--- src/assert_macros.svh ---
// Assertion macros used by the unpacker RTL; they expand to nothing in synthesis.
`ifndef ASSERT_MACROS_SVH
`define ASSERT_MACROS_SVH

`ifndef SYNTHESIS

`define ASSERT_PROP(label, clk, rst_n, prop, msg) \
    label: assert property (@(posedge clk) disable iff (!rst_n) prop) else $error(msg);

`define ASSERT_NEVER(label, clk, rst_n, expr, msg) \
    label: assert property (@(posedge clk) disable iff (!rst_n) !(expr)) else $error(msg);

`else

`define ASSERT_PROP(label, clk, rst_n, prop, msg)

`define ASSERT_NEVER(label, clk, rst_n, expr, msg)

`endif

`endif

--- src/tfu_pkg.sv ---
// Types, register map and conversion helpers for the texel format unpacker.
`default_nettype none

package tfu_pkg;

    // Source texel formats held in the format register.
    typedef enum logic [2:0] {
        FMT_RGBA5551 = 3'd0,
        FMT_RGB888   = 3'd1,
        FMT_RGBA8888 = 3'd2,
        FMT_INDEX4   = 3'd3,
        FMT_INDEX8   = 3'd4
    } t_src_fmt;

    // Register indexes, taken from the word address of the configuration port.
    typedef enum logic [1:0] {
        REG_SOURCE_FORMAT = 2'd0,
        REG_ROW_WIDTH     = 2'd1,
        REG_IMAGE_HEIGHT  = 2'd2
    } t_reg_idx;

    localparam int unsigned ADDR_W = 4;
    localparam int unsigned DATA_W = 32;

    localparam logic [2:0]  SOURCE_FORMAT_RST = 3'd0;
    localparam logic [15:0] ROW_WIDTH_RST     = 16'd1;
    localparam logic [15:0] IMAGE_HEIGHT_RST  = 16'd1;

    localparam logic [7:0] CHAN_MAX = 8'hFF;

    // Five-bit channel widened to eight bits by repeating its top bits.
    function automatic logic [7:0] widen5(input logic [4:0] v);
        return {v, v[4:2]};
    endfunction

    // Half-range alpha rescaled as a*255/128, saturating at full scale.
    function automatic logic [7:0] scale_alpha(input logic [7:0] a);
        logic [15:0] prod;
        prod = {a, 8'd0} - {8'd0, a};
        if (a[7]) begin
            return CHAN_MAX;
        end
        return prod[14:7];
    endfunction

endpackage

`default_nettype wire

--- src/texel_format_unpacker_unit.sv ---
// Texel format unpacker: converts raw source texel words into RGBA8888 pixels or palette indices.
//
// Each accepted source word goes into an input register, is converted by short logic and lands
// in an output register. A new word can be taken every cycle while the output side keeps taking
// results. Direct colour formats and index8 give one result per word, so the sustained rate is
// one word per cycle; index4 gives two results per word (low nibble first) through the single
// output register, so the next word waits while the high nibble is shown, unless the low nibble
// closes an odd-width row.
// Words in an unknown format are dropped without a result and without moving the counters.
// The column counter advances once per result and the row counter once per row; they flag the
// end of each row and of the image. Registers: source format at byte address 0, row width at 4,
// image height at 8; a width or height of zero acts as 65536. Configuration must be written
// only while the block is idle; the block itself does not enforce this.
`default_nettype none
`include "assert_macros.svh"

module texel_format_unpacker_unit
    import tfu_pkg::*;
(
    input  wire logic                i_clk,
    input  wire logic                i_rst_n,

    // Configuration port
    input  wire logic                psel,
    input  wire logic                penable,
    input  wire logic                pwrite,
    input  wire logic [ADDR_W-1:0]   paddr,
    input  wire logic [DATA_W-1:0]   pwdata,
    output logic      [DATA_W-1:0]   prdata,
    output logic                     pready,

    // Source word channel
    input  wire logic                i_in_valid,
    output logic                     o_in_stall,
    input  wire logic [31:0]         i_raw_word,

    // Result channel
    output logic                     o_out_valid,
    input  wire logic                i_out_stall,
    output logic      [7:0]          o_red,
    output logic      [7:0]          o_green,
    output logic      [7:0]          o_blue,
    output logic      [7:0]          o_alpha,
    output logic      [7:0]          o_palette_index,
    output logic                     o_last_of_run,
    output logic                     o_end_of_row,
    output logic                     o_end_of_image
);

    // Configuration registers
    logic [2:0]  r_source_format;
    logic [15:0] r_row_width;
    logic [15:0] r_image_height;

    // Input stage
    logic        r_in_valid;
    logic [31:0] r_in_word;

    // Position counters
    logic [15:0] r_column_count;
    logic [15:0] r_row_count;

    // Deferred high nibble for index4
    logic        r_hi_pending;
    logic [3:0]  r_hi_nibble;

    // Output stage
    logic        r_out_valid;
    logic [7:0]  r_red;
    logic [7:0]  r_green;
    logic [7:0]  r_blue;
    logic [7:0]  r_alpha;
    logic [7:0]  r_palette_index;
    logic        r_last_of_run;
    logic        r_end_of_row;
    logic        r_end_of_image;

    logic        cfg_write;
    t_reg_idx    cfg_idx;
    logic        in_accept;
    logic        out_free;
    logic        fmt_ok;
    logic        load_hi;
    logic        load_in;
    logic        load;
    logic        in_consume;
    logic        is_index4;

    logic [15:0] col_inc;
    logic [15:0] row_inc;
    logic        eor;
    logic        eoi;

    logic [7:0]  n_red;
    logic [7:0]  n_green;
    logic [7:0]  n_blue;
    logic [7:0]  n_alpha;
    logic [7:0]  n_palette_index;
    logic        n_last_of_run;
    logic        n_hi_pending;
    logic [15:0] n_column_count;
    logic [15:0] n_row_count;

    // ---------------------------------------------------------------------
    // Configuration port
    // ---------------------------------------------------------------------
    assign pready    = 1'b1;
    assign cfg_idx   = t_reg_idx'(paddr[3:2]);
    assign cfg_write = psel && penable && pwrite && pready;

    always_comb begin
        case (cfg_idx)
            REG_SOURCE_FORMAT: prdata = {29'd0, r_source_format};
            REG_ROW_WIDTH:     prdata = {16'd0, r_row_width};
            REG_IMAGE_HEIGHT:  prdata = {16'd0, r_image_height};
            default:           prdata = '0;
        endcase
    end

    always_ff @(posedge i_clk) begin
        if (!i_rst_n) begin
            r_source_format <= SOURCE_FORMAT_RST;
            r_row_width     <= ROW_WIDTH_RST;
            r_image_height  <= IMAGE_HEIGHT_RST;
        end else if (cfg_write) begin
            case (cfg_idx)
                REG_SOURCE_FORMAT: r_source_format <= pwdata[2:0];
                REG_ROW_WIDTH:     r_row_width     <= pwdata[15:0];
                REG_IMAGE_HEIGHT:  r_image_height  <= pwdata[15:0];
                default: ;
            endcase
        end
    end

    // ---------------------------------------------------------------------
    // Flow control
    // ---------------------------------------------------------------------
    assign out_free = !r_out_valid || !i_out_stall;

    always_comb begin
        case (r_source_format)
            FMT_RGBA5551,
            FMT_RGB888,
            FMT_RGBA8888,
            FMT_INDEX4,
            FMT_INDEX8: fmt_ok = 1'b1;
            default:    fmt_ok = 1'b0;
        endcase
    end

    assign is_index4  = (r_source_format == FMT_INDEX4);
    assign load_hi    = r_hi_pending && out_free;
    assign load_in    = !r_hi_pending && r_in_valid && fmt_ok && out_free;
    assign load       = load_hi || load_in;
    // A word in an unknown format leaves the input stage without producing anything.
    assign in_consume = !r_hi_pending && r_in_valid && (out_free || !fmt_ok);
    assign o_in_stall = r_in_valid && !in_consume;
    assign in_accept  = i_in_valid && !o_in_stall;

    always_ff @(posedge i_clk) begin
        if (!i_rst_n) begin
            r_in_valid <= 1'b0;
        end else if (in_accept) begin
            r_in_valid <= 1'b1;
        end else if (in_consume) begin
            r_in_valid <= 1'b0;
        end
    end

    always_ff @(posedge i_clk) begin
        if (in_accept) begin
            r_in_word <= i_raw_word;
        end
    end

    // ---------------------------------------------------------------------
    // Position counters: one step for every result loaded
    // ---------------------------------------------------------------------
    assign col_inc = r_column_count + 16'd1;
    assign row_inc = r_row_count + 16'd1;
    assign eor     = (col_inc == r_row_width);
    assign eoi     = eor && (row_inc == r_image_height);

    always_comb begin
        n_column_count = eor ? 16'd0 : col_inc;
        n_row_count    = r_row_count;
        if (eor) begin
            n_row_count = eoi ? 16'd0 : row_inc;
        end
    end

    always_ff @(posedge i_clk) begin
        if (!i_rst_n) begin
            r_column_count <= '0;
            r_row_count    <= '0;
        end else if (load) begin
            r_column_count <= n_column_count;
            r_row_count    <= n_row_count;
        end
    end

    // ---------------------------------------------------------------------
    // Conversion
    // ---------------------------------------------------------------------
    always_comb begin
        n_red           = 8'd0;
        n_green         = 8'd0;
        n_blue          = 8'd0;
        n_alpha         = 8'd0;
        n_palette_index = 8'd0;
        n_last_of_run   = 1'b1;
        n_hi_pending    = 1'b0;
        if (r_hi_pending) begin
            n_palette_index = {4'd0, r_hi_nibble};
        end else begin
            case (r_source_format)
                FMT_RGBA5551: begin
                    n_red   = widen5(r_in_word[4:0]);
                    n_green = widen5(r_in_word[9:5]);
                    n_blue  = widen5(r_in_word[14:10]);
                    n_alpha = r_in_word[15] ? CHAN_MAX : 8'd0;
                end
                FMT_RGB888: begin
                    n_red   = r_in_word[7:0];
                    n_green = r_in_word[15:8];
                    n_blue  = r_in_word[23:16];
                    n_alpha = CHAN_MAX;
                end
                FMT_RGBA8888: begin
                    n_red   = r_in_word[7:0];
                    n_green = r_in_word[15:8];
                    n_blue  = r_in_word[23:16];
                    n_alpha = scale_alpha(r_in_word[31:24]);
                end
                FMT_INDEX4: begin
                    // The high nibble follows unless the low one closes the row.
                    n_palette_index = {4'd0, r_in_word[3:0]};
                    n_hi_pending    = !eor;
                    n_last_of_run   = eor;
                end
                FMT_INDEX8: begin
                    n_palette_index = r_in_word[7:0];
                end
                default: ;
            endcase
        end
    end

    always_ff @(posedge i_clk) begin
        if (!i_rst_n) begin
            r_hi_pending <= 1'b0;
        end else if (load) begin
            r_hi_pending <= n_hi_pending;
        end
    end

    always_ff @(posedge i_clk) begin
        if (load_in && is_index4) begin
            r_hi_nibble <= r_in_word[7:4];
        end
    end

    // ---------------------------------------------------------------------
    // Output register
    // ---------------------------------------------------------------------
    always_ff @(posedge i_clk) begin
        if (!i_rst_n) begin
            r_out_valid <= 1'b0;
        end else if (load) begin
            r_out_valid <= 1'b1;
        end else if (!i_out_stall) begin
            r_out_valid <= 1'b0;
        end
    end

    always_ff @(posedge i_clk) begin
        if (load) begin
            r_red           <= n_red;
            r_green         <= n_green;
            r_blue          <= n_blue;
            r_alpha         <= n_alpha;
            r_palette_index <= n_palette_index;
            r_last_of_run   <= n_last_of_run;
            r_end_of_row    <= eor;
            r_end_of_image  <= eoi;
        end
    end

    assign o_out_valid     = r_out_valid;
    assign o_red           = r_red;
    assign o_green         = r_green;
    assign o_blue          = r_blue;
    assign o_alpha         = r_alpha;
    assign o_palette_index = r_palette_index;
    assign o_last_of_run   = r_last_of_run;
    assign o_end_of_row    = r_end_of_row;
    assign o_end_of_image  = r_end_of_image;

    // ---------------------------------------------------------------------
    // Assertions
    // ---------------------------------------------------------------------
    `ASSERT_PROP(a_hi_needs_low_shown, i_clk, i_rst_n, r_hi_pending |-> r_out_valid, "high nibble pending without a result on show")
    `ASSERT_PROP(a_hi_follows, i_clk, i_rst_n, r_hi_pending && !i_out_stall |=> o_out_valid && o_last_of_run && !r_hi_pending, "high nibble did not follow the low one")
    `ASSERT_PROP(a_not_last_means_more, i_clk, i_rst_n, o_out_valid && !o_last_of_run |-> r_hi_pending, "result not last of its run but nothing pending")
    `ASSERT_PROP(a_eoi_ends_row, i_clk, i_rst_n, o_out_valid && o_end_of_image |-> o_end_of_row, "end of image without end of row")
    `ASSERT_NEVER(a_no_take_while_hi, i_clk, i_rst_n, in_consume && r_hi_pending, "source word consumed while a high nibble is pending")

endmodule

`default_nettype wire

--- config.mk ---
export PLATFORM = sky130hd
export DESIGN_NAME = texel_format_unpacker_unit
export DESIGN_NICKNAME = d
export VERILOG_FILES = /design/src/tfu_pkg.sv /design/src/texel_format_unpacker_unit.sv
export VERILOG_INCLUDE_DIRS = /design/src /design/src/src
export SDC_FILE = /design/constraint.sdc
export NUM_CORES = 1
export LEC_CHECK = 0
export BUFFER_PORTS_ARGS = -buffer_cell sky130_fd_sc_hd__buf_4
export CORE_MARGIN = 10
export CORE_UTILIZATION = 45
export DETAILED_ROUTE_END_ITERATION = 7
export GPL_ROUTABILITY_DRIVEN = 0
export PLACE_DENSITY_LB_ADDON = 0.1
export RECOVER_POWER = 50
export SETUP_SLACK_MARGIN = 0.2
export SYNTH_ARGS = -nofsm -noshare
export SYNTH_HDL_FRONTEND = slang
export SYNTH_SLANG_ARGS = --single-unit
--- constraint.sdc ---
create_clock -name i_clk -period 3.6 [get_ports i_clk]
set_input_delay 1.08 -clock i_clk [delete_from_list [all_inputs] [get_ports i_clk]]
set_output_delay 1.08 -clock i_clk [all_outputs]
set_load 0.02 [all_outputs]
==> results.cfg, run 1 <==
[layout]
regArea_um2 = 3770
multi_input_area_um2 = 3180
final_core_util_pct = 54.5
drive_gt1_share_pct = 15.0
final_nets = 912
n_fill_cell = 1498
n_antenna_cell = 0
syn_to_final_growth_pct = 19.2

[worst_setup_path]
critical_path_class = input pin to output port
crit_path_end_kind = output port
critPathBufInv = 3
cp_top_family = buffers and inverters
cp_num_cells = 5
cp_common_cell = buf_4
rr_startpoint = r_column_count[0]$_SDFFE_PN0P_
path_cells = buf_4, nor2b_1, buf_4, a22o_1, buf_4
cpPeakStageDelay_ns = 0.28
required_ns = 2.52
setup.worst_path.start = paddr[2]
crit_slowest_cell = a22o_1
reg2regPathDepth = 10
start_kind = input pin
arrival_ns = 2.01
path_max_fanout = 14

[clock_network]
cts_buffer_depth = 2
worstSkewPairLatency_ns = 0.42
numClockSinks = 149
cts_tree = yes
clock_tree.root_cell = clkbuf_16
cts_buffers = 17
cts_hold_buf = 0
cts_max_level = 4
clkTransAtPathRegs_ns = 0.06

[synth]
synthesis.area_um2 = 7210
syn_area_per_cell_um2 = 9.84
yosysSeqAreaShare_pct = 52.3
yosysTopAreaCell = edfxtp_1
synth_async_sr_flop_share_pct = 0
netlist.area_leader.share_pct = 32.9
synth.ff_latch_count = 149
synth_flop_cell = edfxtp_1
yosys.cell_types.count = 63
synth_edf_count = 79
ys_warn_count = 0
synthTopCellsByArea = edfxtp_1 33%, dfxtp_1 19%, nand2_1 7.0%, xnor2_1 4.5%, a21boi_0 3.2%
synth_cells = 733

[sta]
final_max_slew_viol_count = 49
relSlewSlack_pct = -26.5
finalHoldViolations = 0
tightest_slew_ns = 1.90
setup_viol = 0
skew_ns = 0.00608
rsz0062_at_grt = no
tns_ns = 0
max_freq_mhz = 324
finalCriticalPeriod_ns = 3.09
post-route-period-util_pct = 85.8

[die]
die_w_um = 147
die_area_um2 = 21500
io_pins = 153
coreArea_um2 = 15800
start_util_pct = 45.7
rows = 46
die_y_um = 147

[hold_path]
hp-start = r_image_height[3]$_SDFFE_PN0P_
hold_depth = 2
min_path_type = flop to flop

[power_and_ir_drop]
p_sw_uw = 945
vdd_drop_max_v = 0.000362
seqPwrFrac_pct = 48.1
swShare_pct = 24.0
power_density_nw_per_um2 = 459
p_int_uw = 3000
p_leak_uw = 0.00318
pwr-share-comb_pct = 8.8
clkPwrFrac_pct = 43.1

[routing]
drcViolationCount = 0
viasPerCell = 5.25
drt-initial-drc-count = 360
drtPass1Iterations = 5
routed_wl_um = 18400
vias = 5586
wl_per_cell_um = 17.3
ant_nets = 0

[grt]
grt_pass1_vias = 5389
grtUsageTotal_pct = 16.8
gr-total-overflow = 0
grt_max_degree = 42
grt_pass1_wl_um = 29000
antenna_found_initial = 0

[flow_run]
cap_violations = 2

[place]
io_buffers = 117
dp_hpwl_um = 13400

[outcome]
status = finished, violations left
violations = max-capacitance violations, max-slew violations
[cells in the final DEF (no fill, tap or decap), types with 4 or more instances in the layout]
| cell | Yosys | layout |
|---|---|---|
| a21boi_0 | 31 | 31 |
| a21o_1 | 12 | 12 |
| a21oi_1 | 32 | 32 |
| a22o_1 | 17 | 17 |
| a22oi_1 | 6 | 6 |
| and2_1 | 9 | 6 |
| and3_1 | 4 | 4 |
| buf_4 | 19 | 52 |
| clkbuf_1 | 39 | 49 |
| clkbuf_16 | 0 | 17 |
| clkbuf_4 | 0 | 30 |
| clkinvlp_4 | 0 | 4 |
| conb_1 | 2 | 17 |
| dfxtp_1 | 70 | 70 |
| edfxtp_1 | 79 | 79 |
| mux2i_1 | 8 | 8 |
| nand2_1 | 135 | 134 |
| nand2b_1 | 4 | 4 |
| nand3_1 | 17 | 17 |
| nand4_1 | 14 | 14 |
| nor2_1 | 51 | 51 |
| nor2b_1 | 11 | 10 |
| nor3_1 | 10 | 10 |
| nor4_1 | 5 | 5 |
| o21ai_0 | 18 | 18 |
| o2bb2ai_1 | 13 | 13 |
| or2_2 | 6 | 5 |
| xnor2_1 | 37 | 37 |
| xor2_1 | 21 | 21 |
[state kept, by name, indices dropped and copies added, names as in the netlist, 8 cells and up]
signal	count
r_in_word	32
r_column_count	16
r_image_height	16
r_row_count	16
r_row_width	16
o_alpha	8
o_blue	8
o_green	8
o_palette_index	8
o_red	8
[cells by family after synthesis]
family / after synthesis / synth area share [%]
DFF: 149 / 52.3
other: 2 / 0.104
AOI/OAI and AO/OA: 158 / 15.5
and+or+nand+nor: 288 / 18.9
xor gates and xnor gates: 58 / 7.05
adders and majority gates: 2 / 0.347
buffers and inverters: 67 / 4.56
muxes: 9 / 1.27
[final cells by class]
type / instances / share of cell area (%)
multi-input cells: 532 / 36.9
clock inverters: 14 / 1.60
well taps: 216 / 3.14
inverters: 4 / 0.175
flip-flops and latches: 149 / 43.9
repair buffers: 131 / 9.30
clock buffers: 17 / 4.95
[metal layers]
metal / vias up / track usage (%) / wire length (µm)
met5: - / 0 / 0
met4: 0 / 4.95 / 173
met3: 13 / 5.22 / 1120
met2: 146 / 25.6 / 8350
met1: 2659 / 22.5 / 8770
li1: 2768 / - / -
[worst paths after layout]
check | to | slack (ns)
hold reg to reg | r_image_height[3]$_SDFFE_PN0P_ | 0.50
setup / recovery | prdata[3] | 0.51
hold / removal | r_image_height[3]$_SDFFE_PN0P_ | 0.50
setup reg to reg | r_row_count[0]$_SDFFE_PN0P_ | 0.53
[repair_timing]
item	4_1_cts	5_1_grt
buffers inserted	0	2
setup endpoints to repair	0	25
resized for setup	0	2
[tightest hold or removal path, stage by stage (launching register included)]
cell and delay, ns:
dfxtp_1 0.33, nand2_1 0.06, a21boi_0 0.06
[metrics by stage]
stage                     power, µW  setup slack (ns)  hold WS, ns  instances  instance area [µm²]
after detailed placement       2300             0.309        0.488       1030                 8200
after global routing           4110             0.313        0.510       1063                 8600
final                          3940             0.509        0.496       1063                 8600
after floorplan                2140             0.306        0.464        748                 7270
after global placement         2290             0.363        0.478       1030                 8200
after CTS                      4000             0.299        0.498       1061                 8760
[power by group through the flow]
stage          logic [µW]  clock network [µW]  registers [µW]
3_3_place_gp          358                   0            1930
3_5_place_dp          363                   0            1930
6_report              349                1700            1900
5_1_grt               381                1820            1900
4_1_cts               364                1740            1900
2_1_floorplan         183                   0            1960
[cell usage after synthesis (5+ instances only)]
cell       number
xor2_1         21
nor2b_1        11
dfxtp_1        70
clkbuf_1       39
nand4_1        14
nor3_1         10
nand3_1        17
buf_2           5
and2_1          9
o21ai_0        18
nor2_1         51
or2_2           6
a21o_1         12
a22oi_1         6
nor4_1          5
nand2_1       135
a21oi_1        32
buf_4          19
xnor2_1        37
a21boi_0       31
a22o_1         17
mux2i_1         8
o2bb2ai_1      13
edfxtp_1       79
Note: power is estimated with default switching activity, not from simulation.
==> run 2: changes to the inputs <==
- CORE_UTILIZATION: 45 -> 55
==> run 2 against run 1 <==
- the flow still finishes with violations (max-capacitance violations, max-slew violations)
- wire length fell by 2.6%
- core utilization rose by 13 points
- sequential power barely moved
- design area down 0.39%
- non-clock buffer count decreased by 4
- critical path type is now flop to flop
- largest cell class unchanged
==> results.cfg, run 2 (same netlist as run 1, synthesis figures left out) <==
[outcome]
status = finished, violations left
violations = max-capacitance violations, max-slew violations

[sta]
finalHoldViolations = 0
setup_viol = 0
finalCriticalPeriod_ns = 3.29
tightest_slew_ns = 1.82
skew_ns = 0.00865
rsz0062_at_grt = yes
relSlewSlack_pct = -21.4
post-route-period-util_pct = 91.4
tns_ns = 0
final_max_slew_viol_count = 49
max_freq_mhz = 304

[clock_network]
cts_buffers = 17
post_cts_buffers = 0
cts_max_level = 4
clkTransAtPathRegs_ns = 0.05
cts_hold_buf = 0
numClockSinks = 149
worstSkewPairLatency_ns = 0.42
cts_buffer_depth = 2
cts_resized = 0
clock_tree.root_cell = clkbuf_16
cts_tree = yes

[routing]
ant_nets = 0
drtPass1Iterations = 5
viasPerCell = 5.68
routed_wl_um = 17900
wl_per_cell_um = 17.6
drcViolationCount = 0
vias = 5775
drt-initial-drc-count = 386

[die]
start_util_pct = 56.7
die_y_um = 134
io_pins = 153
die_area_um2 = 18100
die_w_um = 134
rows = 41
coreArea_um2 = 12700

[place]
io_buffers = 117
dp_hpwl_um = 12900

[layout]
drive_gt1_share_pct = 14.7
final_common_cell = nand2_1
syn_to_final_growth_pct = 18.8
final_cell_mix = 135 x nand2_1, 79 x edfxtp_1, 70 x dfxtp_1
n_antenna_cell = 0
n_fill_cell = 1065
largest_register_ffs = 32
regMostFlops = r_in_word
final_nets = 908

[worst_setup_path]
reg2regPathDepth = 8
arrival_ns = 3.65
required_ns = 3.96
start_kind = flop
path_max_fanout = 16
crit_path_end_kind = flop
critical_path_class = flop to flop

[power_and_ir_drop]
vdd_drop_max_v = 0.000358
power_density_nw_per_um2 = 474
power_uw = 4060
p_leak_uw = 0.00321

[grt]
grt_pass1_wl_um = 28200
gr-total-overflow = 0
grt_pass1_vias = 5663
grt_max_degree = 42
grtUsageTotal_pct = 19.4
antenna_found_initial = 0

[hold_path]
min_path_type = flop to flop
hold_depth = 2

[flow_run]
cap_violations = 2
## run 2: changes by cell type in the layout (fill, tap and decap cells not counted), moves of 2 or more
cell | before | now
clkinvlp_4 | 4 | 0
clkinv_2 | 2 | 4
clkinv_1 | 3 | 1
buf_4 | 52 | 48
clkbuf_8 | 0 | 5
## run 2: power breakdown
group | switching, µW | total (µW) | internal [µW]
combinational | 213 | 330 | 117
sequential | 36.4 | 1900 | 1860
clock | 655 | 1830 | 1180
total | 905 | 4060 | 3160
## run 2: layer usage
metal  wire, µm  track usage [%]  part of all wire, %
met1       7390             22.5                   41
met2       8680             32.3                   48
met3       1600             7.01                  8.9
met4        260             7.13                  1.5
met5          0                0                    0
## run 2: path summary, 6_finish.rpt
path         slack (ns)                              to                           start
max                0.31     r_row_count[4]$_SDFFE_PN0P_  r_column_count[0]$_SDFFE_PN0P_
min                0.49  r_column_count[1]$_SDFFE_PN0P_  r_column_count[1]$_SDFFE_PN0P_
max reg2reg        0.31     r_row_count[4]$_SDFFE_PN0P_  r_column_count[0]$_SDFFE_PN0P_
min reg2reg        0.49  r_column_count[1]$_SDFFE_PN0P_  r_column_count[1]$_SDFFE_PN0P_
## run 2: metrics by stage
stage	instance area, µm²	instances	setup WS [ns]	util [%]	hold slack, ns
after global placement	8130	984	0.482	63.9	0.478
after CTS	8750	1016	0.353	68.8	0.499
after floorplan	7270	748	0.306	-	0.464
after detailed placement	8130	984	0.370	63.9	0.488
after global routing	8560	1016	0.161	67.3	0.531
final	8560	1016	0.311	67.3	0.494
## run 2: critical path, cell delays in order (launching register included)
cell and delay [ns]:
dfxtp_1 0.42, ha_1 0.29, nand3_1 0.23, or2_2 0.41, o311ai_0 0.73, nor4_4 0.16, a21boi_2 0.65, o21bai_1 0.21
a22o_1 0.14
## run 2: final cells by class
type	count	area, µm²	share of cell area [%]
inverters	4	15.0	0.175
repair buffers	127	773	9.03
flip-flops and latches	149	3770	44.1
clock buffers	23	498	5.82
multi-input cells	532	3170	37.0
well taps	172	215	2.51
clock inverters	9	123	1.43
==> run 3: changes to the inputs <==
- GPL_TIMING_DRIVEN: not set -> 0
==> run 3 against run 2 <==
- the flow now finishes without violations
- fmax decreased by 0.17%
- combinational power grew 15%
- register-to-register slack better by 0.099 ns
- sequential power hardly changed
- flip-flop and latch count unchanged
- clock-buffer cell count shrank 3
- critical path type is now input pin to output port
- largest cell class unchanged
- largest power group unchanged
==> results.cfg, run 3 (same netlist as run 1, synthesis figures left out) <==
[clock_network]
numClockSinks = 149
worstSkewPairLatency_ns = 0.43
cts_max_level = 4
cts_tree = yes
cts_buffers = 17
cts_buffer_depth = 2
clock_tree.root_cell = clkbuf_16
clkTransAtPathRegs_ns = 0.06

[worst_setup_path]
reg2reg_setup_slack_ns = 0.41
start_kind = input pin
setup.worst_path.start = paddr[2]
path_max_fanout = 10
required_ns = 2.52
rr_startpoint = r_column_count[0]$_SDFFE_PN0P_
r2r_end = r_column_count[12]$_SDFFE_PN0P_
arrival_ns = 2.21
crit_path_end_kind = output port
cpPeakStageDelay_ns = 0.24
critPathBufInv = 4
cp_common_cell = clkbuf_2
reg2regPathDepth = 12
cp-endpoint = prdata[2]
crit_slowest_cell = clkbuf_4
path_cells = clkbuf_2, nor2b_1, clkbuf_2, clkbuf_4, nand2_1, o21ai_0, buf_4
critical_path_class = input pin to output port
cp_num_cells = 7
cp_top_family = buffers and inverters

[layout]
regArea_um2 = 3770
syn_to_final_growth_pct = 22.5
n_antenna_cell = 0
fin_area_um2 = 8830
drive_gt1_share_pct = 16.6
n_fill_cell = 1050
final_cell_mix = 135 x nand2_1, 84 x clkbuf_1, 79 x edfxtp_1
largest_register_ffs = 32
final_core_util_pct = 69.4
multi_input_area_um2 = 3180
regMostFlops = r_in_word
final_common_cell = nand2_1
final_nets = 965
layout.cells.non_filler = 1073

[power_and_ir_drop]
p_sw_uw = 950
pwr-share-comb_pct = 9.4
vdd_drop_max_v = 0.000340
p_leak_uw = 0.00335
p_int_uw = 3100
seqPwrFrac_pct = 46.9
swShare_pct = 23.5
power_density_nw_per_um2 = 459
clkPwrFrac_pct = 43.8

[sta]
relSlewSlack_pct = 24.1
tightest_slew_ns = 1.14
setup_viol = 0
skew_ns = 0.00471
final_max_slew_viol_count = 0
rsz0062_at_grt = no
finalCriticalPeriod_ns = 3.29
fin_hold_ws_ns = 0.495
finalHoldViolations = 0
max_freq_mhz = 303
post-route-period-util_pct = 91.5

[routing]
drt-initial-drc-count = 507
ant_nets = 0
routed_wl_um = 18800
drtPass1Iterations = 5
viasPerCell = 5.58
wl_per_cell_um = 17.5
vias = 5992
drcViolationCount = 0

[die]
die_area_um2 = 18100
coreArea_um2 = 12700
rows = 41
die_w_um = 134
io_pins = 153
die_y_um = 134
start_util_pct = 56.7

[place]
dp_hpwl_um = 13700
io_buffers = 116
placed_cells = 1036
dpl_cell_area_um2 = 8360

[grt]
grt_max_degree = 52
gr-total-overflow = 0
grt_pass1_wl_um = 29400
grtUsageTotal_pct = 20.5
grt_pass1_vias = 5925
antenna_found_initial = 0

[outcome]
status = finished clean

[hold_path]
min_path_type = flop to flop
hp-start = r_image_height[13]$_SDFFE_PN0P_

[flow_run]
cap_violations = 0
-- run 3: changes by cell type in the layout (fill, tap and decap cells not counted), sizes merged --
cell and delta:
inv +1, clkbuf +36, clkinvlp +2, buf +18
-- run 3: layout make-up --
class	instances	area share [%]
sequential	149	42.7
inverter	4	0.170
clock buffer	20	4.94
tap	172	2.44
buffer	63	3.68
timing repair buffer	121	8.29
clock inverter	12	1.76
multi-input combinational	532	36.0
-- run 3: worst min path at each step --
stage | cells past startpoint | slack (ns) | endpoint
final | 2 | 0.49 | r_image_height[13]$_SDFFE_PN0P_
after global routing | 2 | 0.52 | r_column_count[1]$_SDFFE_PN0P_
after CTS | 2 | 0.50 | r_image_height[13]$_SDFFE_PN0P_
after detailed placement | 2 | 0.50 | r_image_height[13]$_SDFFE_PN0P_
after global placement | 2 | 0.48 | r_column_count[1]$_SDFFE_PN0P_
after floorplan | 0 | 0.46 | r_hi_nibble[3]$_DFFE_PP_
-- run 3: power groups by stage --
stage               Sequential, µW  Combinational [µW]  Clock (µW)
detailed placement            1930                 377           0
CTS                           1900                 380        1790
finish                        1900                 380        1770
global placement              1930                 370           0
global route                  1900                 409        1850
floorplan                     1960                 183           0
-- run 3: per-stage QoR --
stage,power [µW],setup TNS [ns],worst slack [ns]
detailed placement,2310,-0.169,-0.0356
finish,4050,0,0.305
global placement,2300,-25.49,-0.568
CTS,4070,0,0.205
global route,4160,0,0.174
floorplan,2140,0,0.306
-- run 3: timing repair --
item	CTS	global route
endpoints found under the setup margin	13	35
hold buffers	0	0
pin swaps	0	2
gates resized for setup	4	10
cloned	0	0
setup buffers	0	5
-- run 3: metal layers --
layer / part of all wire, % / track usage [%]
met1: 42 / 24.2
met2: 48 / 33.6
met3: 7.9 / 6.34
met4: 2.5 / 8.95
met5: 0 / 0
-- run 3: worst register-to-register path, stage by stage, from the launching register on --
cell	delay (ns)
dfxtp_1	0.43
ha_1	0.28
nand3_1	0.22
or2_2	0.35
clkbuf_1	0.16
a311oi_1	0.23
o2111ai_1	0.22
nor4_4	0.28
buf_4	0.18
nand2_2	0.08
nand2_1	0.32
buf_2	0.27
nor2_1	0.08
